<file path="config.mk">
export PLATFORM = sky130hd
export DESIGN_NAME = note_dispenser_greedy
export DESIGN_NICKNAME = d
export VERILOG_FILES = /design/src/rtl/ndg_pkg.sv /design/src/rtl/ndg_ctrl.sv /design/src/rtl/ndg_datapath.sv /design/src/rtl/note_dispenser_greedy.sv
export SDC_FILE = /design/constraint.sdc
export NUM_CORES = 2
export LEC_CHECK = 0
export BUFFER_PORTS_ARGS = -buffer_cell sky130_fd_sc_hd__buf_2
export CORE_AREA = 2 2 255 358
export DETAILED_ROUTE_END_ITERATION = 10
export DIE_AREA = 0 0 257 360
export GPL_TIMING_DRIVEN = 0
export HOLD_SLACK_MARGIN = 0.12
export SYNTH_ARGS = -nofsm -noshare
export SYNTH_HDL_FRONTEND = slang
export SYNTH_SLANG_ARGS = --single-unit
</file>
<file path="constraint.sdc">
create_clock -name clk -period 10.8 [get_ports clk]
set_clock_uncertainty 0.1 [all_clocks]
set_input_delay 0.54 -clock clk [delete_from_list [all_inputs] [get_ports clk]]
set_output_delay 0.54 -clock clk [all_outputs]
set_load 0.05 [all_outputs]
</file>
<file path="src/rtl/ndg_pkg.sv">
`default_nettype none

package ndg_pkg;

    localparam int NOTE_KINDS = 4;
    localparam int AMOUNT_W   = 23;
    localparam int LOAD_W     = 16;
    localparam int OUT_W      = 16;
    localparam int BAL_W      = 23;
    localparam int NOTE_W     = 6;
    localparam int WANT_W     = 21;
    localparam int RECIP_W    = 24;
    localparam int PROD_W     = AMOUNT_W + RECIP_W;
    localparam int IDX_W      = $clog2(NOTE_KINDS);

    localparam logic CMD_LOAD     = 1'b0;
    localparam logic CMD_WITHDRAW = 1'b1;

    localparam logic STATUS_DONE       = 1'b0;
    localparam logic STATUS_IMPOSSIBLE = 1'b1;

    localparam logic [NOTE_W-1:0] NOTE_VALUE [NOTE_KINDS] = '{6'd5, 6'd10, 6'd20, 6'd50};

    localparam logic [RECIP_W-1:0] RECIP_5  = 24'd13421773;
    localparam logic [RECIP_W-1:0] RECIP_25 = 24'd10737419;

    localparam logic [1:0] PRE_SHIFT [NOTE_KINDS] = '{2'd0, 2'd1, 2'd2, 2'd1};
    localparam logic [RECIP_W-1:0] RECIP [NOTE_KINDS] = '{RECIP_5, RECIP_5, RECIP_5, RECIP_25};
    localparam logic [4:0] POST_SHIFT [NOTE_KINDS] = '{5'd26, 5'd26, 5'd26, 5'd28};

    typedef enum logic [2:0] {
        ST_IDLE,
        ST_DIV,
        ST_TAKE,
        ST_COMMIT,
        ST_BAL,
        ST_FINISH
    } ndg_state_t;

    typedef struct packed {
        logic             accept;
        logic             div;
        logic             take;
        logic             commit;
        logic             bal;
        logic             publish;
        logic [IDX_W-1:0] idx;
    } ndg_cmd_t;

    typedef struct packed {
        logic out_free;
    } ndg_stat_t;

endpackage

`default_nettype wire

</file>
<file path="src/rtl/ndg_ctrl.sv">
`default_nettype none

module ndg_ctrl (
    input  wire logic             clk,
    input  wire logic             rst_n,
    input  wire logic             in_valid,
    input  wire logic             command,
    input  wire ndg_pkg::ndg_stat_t stat,
    output logic                  in_stall,
    output ndg_pkg::ndg_cmd_t     cmd
);
    import ndg_pkg::*;

    ndg_state_t       state_reg;
    ndg_state_t       state_next;
    logic [IDX_W-1:0] idx_reg;
    logic [IDX_W-1:0] idx_next;

    always_ff @(posedge clk or negedge rst_n)
    begin
        if (!rst_n)
        begin
            state_reg <= ST_IDLE;
            idx_reg   <= '0;
        end
        else
        begin
            state_reg <= state_next;
            idx_reg   <= idx_next;
        end
    end

    // next state
    always_comb
    begin
        state_next = state_reg;
        idx_next   = idx_reg;
        unique case (state_reg)
            ST_IDLE:
            begin
                if (in_valid)
                begin
                    idx_next   = IDX_W'(NOTE_KINDS - 1);
                    state_next = (command == CMD_WITHDRAW) ? ST_DIV : ST_BAL;
                end
            end
            ST_DIV:
            begin
                state_next = ST_TAKE;
            end
            ST_TAKE:
            begin
                if (idx_reg == '0)
                begin
                    state_next = ST_COMMIT;
                end
                else
                begin
                    idx_next   = idx_reg - 1'b1;
                    state_next = ST_DIV;
                end
            end
            ST_COMMIT:
            begin
                idx_next   = IDX_W'(NOTE_KINDS - 1);
                state_next = ST_BAL;
            end
            ST_BAL:
            begin
                if (idx_reg == '0)
                begin
                    state_next = ST_FINISH;
                end
                else
                begin
                    idx_next = idx_reg - 1'b1;
                end
            end
            ST_FINISH:
            begin
                if (stat.out_free)
                begin
                    state_next = ST_IDLE;
                end
            end
            default:
            begin
                state_next = ST_IDLE;
            end
        endcase
    end

    // outputs
    always_comb
    begin
        cmd         = '0;
        cmd.idx     = idx_reg;
        in_stall    = 1'b1;
        unique case (state_reg)
            ST_IDLE:
            begin
                in_stall   = 1'b0;
                cmd.accept = in_valid;
            end
            ST_DIV:    cmd.div    = 1'b1;
            ST_TAKE:   cmd.take   = 1'b1;
            ST_COMMIT: cmd.commit = 1'b1;
            ST_BAL:    cmd.bal    = 1'b1;
            ST_FINISH: cmd.publish = stat.out_free;
            default:   cmd.idx    = idx_reg;
        endcase
    end

endmodule

`default_nettype wire

</file>
<file path="src/rtl/ndg_datapath.sv">
`default_nettype none

module ndg_datapath #(
    parameter int COUNT_WIDTH = 16
) (
    input  wire logic                         clk,
    input  wire logic                         rst_n,
    input  wire ndg_pkg::ndg_cmd_t            cmd,
    output ndg_pkg::ndg_stat_t                stat,
    input  wire logic                         command,
    input  wire logic [ndg_pkg::AMOUNT_W-1:0] amount,
    input  wire logic [ndg_pkg::LOAD_W-1:0]   load_fives,
    input  wire logic [ndg_pkg::LOAD_W-1:0]   load_tens,
    input  wire logic [ndg_pkg::LOAD_W-1:0]   load_twenties,
    input  wire logic [ndg_pkg::LOAD_W-1:0]   load_fifties,
    input  wire logic                         out_stall,
    output logic                              out_valid,
    output logic                              status,
    output logic [ndg_pkg::OUT_W-1:0]         out_fives,
    output logic [ndg_pkg::OUT_W-1:0]         out_tens,
    output logic [ndg_pkg::OUT_W-1:0]         out_twenties,
    output logic [ndg_pkg::OUT_W-1:0]         out_fifties,
    output logic [ndg_pkg::BAL_W-1:0]         balance,
    output logic [ndg_pkg::NOTE_W-1:0]        smallest_note
);
    import ndg_pkg::*;

    localparam int CMP_W  = (COUNT_WIDTH > WANT_W) ? COUNT_WIDTH : WANT_W;
    localparam int TERM_W = (COUNT_WIDTH + NOTE_W > BAL_W) ? COUNT_WIDTH + NOTE_W : BAL_W;

    logic [COUNT_WIDTH-1:0] stock_reg [NOTE_KINDS];
    logic [COUNT_WIDTH-1:0] stock_next [NOTE_KINDS];
    logic [COUNT_WIDTH-1:0] taken_reg [NOTE_KINDS];
    logic [COUNT_WIDTH-1:0] taken_next [NOTE_KINDS];
    logic [AMOUNT_W-1:0]    rest_reg;
    logic [AMOUNT_W-1:0]    rest_next;
    logic [WANT_W-1:0]      want_reg;
    logic [WANT_W-1:0]      want_next;
    logic [BAL_W-1:0]       acc_reg;
    logic [BAL_W-1:0]       acc_next;
    logic                   status_reg;
    logic                   status_next;
    logic                   out_valid_reg;
    logic                   out_valid_next;
    logic                   out_status_reg;
    logic [OUT_W-1:0]       out_count_reg [NOTE_KINDS];
    logic [BAL_W-1:0]       out_balance_reg;
    logic [NOTE_W-1:0]      out_smallest_reg;

    logic [AMOUNT_W-1:0]    div_in;
    logic [PROD_W-1:0]      prod;
    logic [PROD_W-1:0]      prod_sh;
    logic [CMP_W-1:0]       want_ext;
    logic [CMP_W-1:0]       stock_ext;
    logic [CMP_W-1:0]       got;
    logic [CMP_W+NOTE_W-1:0] got_value;
    logic [TERM_W-1:0]      term;
    logic [NOTE_W-1:0]      smallest;

    assign stat.out_free = !out_valid_reg || !out_stall;

    // quotient by reciprocal multiplication
    always_comb
    begin
        div_in    = rest_reg >> PRE_SHIFT[cmd.idx];
        prod      = PROD_W'(div_in) * PROD_W'(RECIP[cmd.idx]);
        prod_sh   = prod >> POST_SHIFT[cmd.idx];
        want_next = prod_sh[WANT_W-1:0];
    end

    always_comb
    begin
        want_ext  = CMP_W'(want_reg);
        stock_ext = CMP_W'(stock_reg[cmd.idx]);
        got       = (want_ext < stock_ext) ? want_ext : stock_ext;
        got_value = (CMP_W + NOTE_W)'(got) * (CMP_W + NOTE_W)'(NOTE_VALUE[cmd.idx]);
        term      = TERM_W'(stock_reg[cmd.idx]) * TERM_W'(NOTE_VALUE[cmd.idx]);
    end

    always_comb
    begin
        smallest = NOTE_VALUE[NOTE_KINDS-1];
        for (int k = NOTE_KINDS - 1; k >= 0; k--)
        begin
            if (stock_reg[k] != '0)
            begin
                smallest = NOTE_VALUE[k];
            end
        end
    end

    always_comb
    begin
        stock_next  = stock_reg;
        taken_next  = taken_reg;
        rest_next   = rest_reg;
        acc_next    = acc_reg;
        status_next = status_reg;
        if (cmd.accept)
        begin
            rest_next   = amount;
            status_next = STATUS_DONE;
            for (int k = 0; k < NOTE_KINDS; k++)
            begin
                taken_next[k] = '0;
            end
            if (command == CMD_LOAD)
            begin
                stock_next[0] = COUNT_WIDTH'(load_fives);
                stock_next[1] = COUNT_WIDTH'(load_tens);
                stock_next[2] = COUNT_WIDTH'(load_twenties);
                stock_next[3] = COUNT_WIDTH'(load_fifties);
            end
        end
        if (cmd.take)
        begin
            taken_next[cmd.idx] = COUNT_WIDTH'(got);
            rest_next           = rest_reg - got_value[AMOUNT_W-1:0];
        end
        if (cmd.commit)
        begin
            if (rest_reg == '0)
            begin
                for (int k = 0; k < NOTE_KINDS; k++)
                begin
                    stock_next[k] = stock_reg[k] - taken_reg[k];
                end
            end
            else
            begin
                status_next = STATUS_IMPOSSIBLE;
                for (int k = 0; k < NOTE_KINDS; k++)
                begin
                    taken_next[k] = '0;
                end
            end
        end
        if (cmd.bal)
        begin
            if (cmd.idx == IDX_W'(NOTE_KINDS - 1))
            begin
                acc_next = term[BAL_W-1:0];
            end
            else
            begin
                acc_next = acc_reg + term[BAL_W-1:0];
            end
        end
    end

    always_comb
    begin
        out_valid_next = out_valid_reg && out_stall;
        if (cmd.publish)
        begin
            out_valid_next = 1'b1;
        end
    end

    always_ff @(posedge clk or negedge rst_n)
    begin
        if (!rst_n)
        begin
            out_valid_reg <= 1'b0;
            for (int k = 0; k < NOTE_KINDS; k++)
            begin
                stock_reg[k] <= '0;
            end
        end
        else
        begin
            out_valid_reg <= out_valid_next;
            stock_reg     <= stock_next;
        end
    end

    always_ff @(posedge clk)
    begin
        taken_reg  <= taken_next;
        rest_reg   <= rest_next;
        acc_reg    <= acc_next;
        status_reg <= status_next;
        if (cmd.div)
        begin
            want_reg <= want_next;
        end
        if (cmd.publish)
        begin
            out_status_reg   <= status_reg;
            out_balance_reg  <= acc_reg;
            out_smallest_reg <= smallest;
            for (int k = 0; k < NOTE_KINDS; k++)
            begin
                out_count_reg[k] <= OUT_W'(taken_reg[k]);
            end
        end
    end

    assign out_valid     = out_valid_reg;
    assign status        = out_status_reg;
    assign out_fives     = out_count_reg[0];
    assign out_tens      = out_count_reg[1];
    assign out_twenties  = out_count_reg[2];
    assign out_fifties   = out_count_reg[3];
    assign balance       = out_balance_reg;
    assign smallest_note = out_smallest_reg;

endmodule

`default_nettype wire

</file>
<file path="src/rtl/note_dispenser_greedy.sv">
// Note dispenser with stock counters for notes of 5, 10, 20 and 50.
// Input channel (in_valid / in_stall): command 0 loads the four stock counts
// from load_*; command 1 withdraws amount, taking from the largest note down
// as many notes as stock and remaining amount allow.
// Output channel (out_valid / out_stall): one result per input transaction:
// status (0 done, 1 impossible, stock unchanged), notes dispensed per value,
// balance left in stock and the smallest stocked note (50 when empty).
// The next transaction is taken only after the result of the last one has
// been published, so one transaction is worked on at a time. A withdrawal
// goes through one shared reciprocal multiplier and subtractor that handle
// the four note values in turn, largest first, then a commit step; both
// kinds then run a balance accumulator that adds one note value per cycle.
// in_stall is high while a transaction is being worked on.
// A finished result waits in the output register while out_stall is high; a
// new transaction may be accepted meanwhile, and its result is held back
// until the pending one is taken.
// Reset clears the stock counts and empties the output register.
`default_nettype none

module note_dispenser_greedy #(
    parameter int COUNT_WIDTH = 16
) (
    input  wire logic                         clk,
    input  wire logic                         rst_n,
    input  wire logic                         in_valid,
    output logic                              in_stall,
    input  wire logic                         command,
    input  wire logic [ndg_pkg::AMOUNT_W-1:0] amount,
    input  wire logic [ndg_pkg::LOAD_W-1:0]   load_fives,
    input  wire logic [ndg_pkg::LOAD_W-1:0]   load_tens,
    input  wire logic [ndg_pkg::LOAD_W-1:0]   load_twenties,
    input  wire logic [ndg_pkg::LOAD_W-1:0]   load_fifties,
    output logic                              out_valid,
    input  wire logic                         out_stall,
    output logic                              status,
    output logic [ndg_pkg::OUT_W-1:0]         out_fives,
    output logic [ndg_pkg::OUT_W-1:0]         out_tens,
    output logic [ndg_pkg::OUT_W-1:0]         out_twenties,
    output logic [ndg_pkg::OUT_W-1:0]         out_fifties,
    output logic [ndg_pkg::BAL_W-1:0]         balance,
    output logic [ndg_pkg::NOTE_W-1:0]        smallest_note
);
    import ndg_pkg::*;

    ndg_cmd_t  cmd;
    ndg_stat_t stat;

    ndg_ctrl u_ctrl (
        .clk      (clk),
        .rst_n    (rst_n),
        .in_valid (in_valid),
        .command  (command),
        .stat     (stat),
        .in_stall (in_stall),
        .cmd      (cmd)
    );

    ndg_datapath #(
        .COUNT_WIDTH (COUNT_WIDTH)
    ) u_datapath (
        .clk           (clk),
        .rst_n         (rst_n),
        .cmd           (cmd),
        .stat          (stat),
        .command       (command),
        .amount        (amount),
        .load_fives    (load_fives),
        .load_tens     (load_tens),
        .load_twenties (load_twenties),
        .load_fifties  (load_fifties),
        .out_stall     (out_stall),
        .out_valid     (out_valid),
        .status        (status),
        .out_fives     (out_fives),
        .out_tens      (out_tens),
        .out_twenties  (out_twenties),
        .out_fifties   (out_fifties),
        .balance       (balance),
        .smallest_note (smallest_note)
    );

endmodule

`default_nettype wire

</file>
==> run metrics <==
non-filler instance count after layout 5333; clock root cell sky130_fd_sc_hd__clkbuf_16; sequential cell area fraction in the yosys report 21.14%; Cells on Worst Hold Path 3; drt initial violations 1938; met1 Use GR 27.30%; Clk pin slew, worst setup/hold paths 0.07 ns; wire length of the first global-routing pass 178500 um; area growth from synthesis to layout 10.14%; grt met3 use 2.676%; final core utilization 46.01%; Clock Path Buffers 3; number of synthesis warnings 0; portion of the clock cycle consumed by the worst path in the final layout 96.39%; critical path fanouts, max 10; total wire length after detailed routing 119700 um; nature of the critical path startpoint flop; Worst path most repeated cell sky130_fd_sc_hd__fa_1; pin count of the biggest net entering global routing 62; register area 7888 sq um; endpoint required time on the critical path 11.03 ns; floorplan row count 130; number of port buffers 187; Global Route met2 Usage 47.07%; placed cell count 5274; antenna violations before repair 1; fraction of layout instances using a drive strength above 1 11.17%; result of the run complete, but fails checks; number of max-slew violations in the final report 7; Hold WC Path Type input pin to flop; worst setup path category flop to flop; total setup violations reported at the end of the flow 0; number of synthesized register bits 296; final hold violation count 0; H-Tree Level Count 1; slack of the critical path 0.3904 ns; width of the die 257 um; Tightest Pin Transition 1.552 ns; number of enable flip-flop cells after synthesis 161; Multi-input gate area 25970 sq um; Sinks on Clock Net 296; vias in the first global route 29.93k; diodes inserted 0; clock latency reported for the late side of the worst-skew pair 0.60 ns; post-synthesis area per instance 9.637 sq um; Via Count 28.40k; Routed wire per std cell 22.44 um; Chip Height 360 um; Slowest cell on crit path sky130_fd_sc_hd__dfrtp_1; HPWL after detailed placement 101900 um; violations in the final reports capacitance limit, slew limit; number of CTS-inserted buffers 29; depth of the worst register-to-register path 26; worst slew margin relative to its limit -4.233%; remaining global-route overflow 0; post-detailed-route via-to-cell ratio 5.325; Final Net Count 5128; slowest cell delay on critical path 0.68 ns; number of distinct library cells after synthesis 87; CTS tree yes; count of max-cap constraint violations 1; Die ar. 92520 sq um; gate family responsible for the most delay along the worst path adder cells; DP Area 39940 sq um; Worst path depth 26; I/O pin count 188; Starting Density 41.77%; Synth Instances 3871; Syn Std Cell Area 37300 sq um; ys flop type sky130_fd_sc_hd__edfxtp_1; CP Buf/Inv Count 6; post-route cell area 41090 sq um; FFs w/ async S/R, synth 23.65%; worst-case setup slack after placement -1.141 ns; element type at the critical path end flop; Fmax achieved 0.09606 GHz; First-pass DRT Iterations 5; Core ar. 89300 sq um; endpoint arrival time on the critical path 10.64 ns; post-layout min period 10.41 ns; placer congestion estimate 0.9907; GR Util All Layers 25.73%; most used routing layer in global routing met2; number of design rule violations left after detail routing 0; fill cell total of the finished layout 8685; remaining antenna violation count 0; unrepaired setup endpoints after global routing no
-- layer usage --
layer / up-vias / part of all wire (%)
met4: 0 / 8.7
met2: 978 / 52
li1: 13120 / -
met1: 13940 / 35
met5: - / 0
met3: 362 / 4.8
-- repair_timing --
action                                 CTS  global route
buffers inserted                         2             0
pin swaps                                1             0
endpoints found under the hold margin   74             0
hold buffers                             5             0
setup endpoints to repair               21            18
resized for setup                       14            13
-- cell usage after synthesis, types with 16 or more instances --
| master | count | area (sq um) |
|---|---|---|
| sky130_fd_sc_hd__a211oi_1 | 26 | 195.2 |
| sky130_fd_sc_hd__a21boi_0 | 16 | 120.1 |
| sky130_fd_sc_hd__a21o_1 | 48 | 360.4 |
| sky130_fd_sc_hd__a21oi_1 | 162 | 810.8 |
| sky130_fd_sc_hd__a21oi_2 | 40 | 350.3 |
| sky130_fd_sc_hd__and2_1 | 60 | 375.4 |
| sky130_fd_sc_hd__and3_1 | 20 | 125.1 |
| sky130_fd_sc_hd__clkbuf_1 | 76 | 285.3 |
| sky130_fd_sc_hd__dfrtp_1 | 70 | 1752 |
| sky130_fd_sc_hd__dfxtp_1 | 65 | 1301 |
| sky130_fd_sc_hd__edfxtp_1 | 161 | 4835 |
| sky130_fd_sc_hd__fa_1 | 472 | 9449 |
| sky130_fd_sc_hd__ha_1 | 441 | 5518 |
| sky130_fd_sc_hd__inv_1 | 822 | 3085 |
| sky130_fd_sc_hd__mux2_2 | 45 | 506.7 |
| sky130_fd_sc_hd__mux2_4 | 16 | 240.2 |
| sky130_fd_sc_hd__mux2i_1 | 47 | 470.5 |
| sky130_fd_sc_hd__mux4_2 | 26 | 585.6 |
| sky130_fd_sc_hd__nand2_1 | 362 | 1359 |
| sky130_fd_sc_hd__nand2_2 | 22 | 137.6 |
| sky130_fd_sc_hd__nand2b_1 | 28 | 175.2 |
| sky130_fd_sc_hd__nand3_1 | 101 | 505.5 |
| sky130_fd_sc_hd__nor2_1 | 145 | 544.3 |
| sky130_fd_sc_hd__nor2b_1 | 28 | 175.2 |
| sky130_fd_sc_hd__nor3_1 | 37 | 185.2 |
| sky130_fd_sc_hd__nor4_1 | 25 | 156.4 |
| sky130_fd_sc_hd__o21ai_0 | 147 | 735.7 |
| sky130_fd_sc_hd__o31ai_1 | 31 | 232.7 |
| sky130_fd_sc_hd__xnor2_1 | 78 | 683.2 |
| sky130_fd_sc_hd__xor2_1 | 34 | 297.8 |
-- cells in the final DEF (no fill, tap or decap), types with 25 or more instances in the layout --
cell type / synthesis / final
sky130_fd_sc_hd__nand2_1: 362 / 362
sky130_fd_sc_hd__mux2i_1: 47 / 46
sky130_fd_sc_hd__o21ai_0: 147 / 146
sky130_fd_sc_hd__a21o_1: 48 / 48
sky130_fd_sc_hd__inv_1: 822 / 821
sky130_fd_sc_hd__nor2_1: 145 / 141
sky130_fd_sc_hd__o31ai_1: 31 / 31
sky130_fd_sc_hd__clkbuf_16: 0 / 29
sky130_fd_sc_hd__ha_1: 441 / 440
sky130_fd_sc_hd__xor2_1: 34 / 34
sky130_fd_sc_hd__clkbuf_1: 76 / 75
sky130_fd_sc_hd__dfxtp_1: 65 / 65
sky130_fd_sc_hd__xnor2_1: 78 / 78
sky130_fd_sc_hd__dfrtp_1: 70 / 70
sky130_fd_sc_hd__nor4_1: 25 / 25
sky130_fd_sc_hd__a21oi_1: 162 / 157
sky130_fd_sc_hd__buf_2: 7 / 191
sky130_fd_sc_hd__mux2_2: 45 / 45
sky130_fd_sc_hd__fa_1: 472 / 472
sky130_fd_sc_hd__mux4_2: 26 / 26
sky130_fd_sc_hd__edfxtp_1: 161 / 161
sky130_fd_sc_hd__nor3_1: 37 / 37
sky130_fd_sc_hd__a211oi_1: 26 / 26
sky130_fd_sc_hd__a21oi_2: 40 / 43
sky130_fd_sc_hd__and2_1: 60 / 60
sky130_fd_sc_hd__nor2b_1: 28 / 28
sky130_fd_sc_hd__nand3_1: 101 / 101
sky130_fd_sc_hd__nand2b_1: 28 / 28
-- logic make-up after synthesis --
| family | share of synthesized area [%] |
|---|---|
| AO/OA/AOI/OAI | 10.35 |
| XOR/XNOR | 2.630 |
| adder cells (fa/ha/maj) | 40.12 |
| buffers and inverters | 9.707 |
| flip-flops | 21.14 |
| multiplexers | 4.904 |
| other | 0.02013 |
| AND/OR/NAND/NOR | 11.12 |
-- cell type report --
class | instances | area share [%]
buffer | 110 | 1.316
clock buffer | 35 | 1.894
clock inverter | 18 | 0.5025
inverter | 823 | 7.528
multi-input combinational | 2663 | 63.20
sequential | 296 | 19.20
tap | 1188 | 3.618
timing repair buffer | 200 | 2.741
-- per-stage QoR --
step	hold slack (ns)	setup TNS, ns
after floorplan	0.1444	0
after global placement	0.3177	-18.53
after detailed placement	0.2899	-19.11
after CTS	0.1240	0
after global routing	0.1524	0
final	0.1481	0
-- worst reg2reg max path, delay by kind of cell (launching register included) --
kind	cells	cell delay, ns
AO/OA/AOI/OAI	7	1.84
AND/OR/NAND/NOR	2	0.49
adder cells (fa/ha/maj)	9	4.29
multiplexers	1	0.28
XOR/XNOR	1	0.15
flip-flops	1	0.68
buffers and inverters	6	2.33
-- worst paths after layout --
path / from / end / slack [ns]
setup / recovery: u_ctrl.idx_reg[0] / u_datapath.want_ext[10] / 0.39
hold / removal: load_tens[5] / u_datapath.stock_reg[37] / 0.15
setup reg to reg: u_ctrl.idx_reg[0] / u_datapath.want_ext[10] / 0.39
hold reg to reg: u_datapath.status_reg / u_datapath.status / 0.34
max in group asynchronous: rst_n / u_datapath.stock_reg[24] / 9.77
min in group asynchronous: rst_n / u_datapath.stock_reg[60] / 0.22
Power is not shown: default switching activity piles up to over one toggle a cycle in this logic, so the estimate is an artifact.
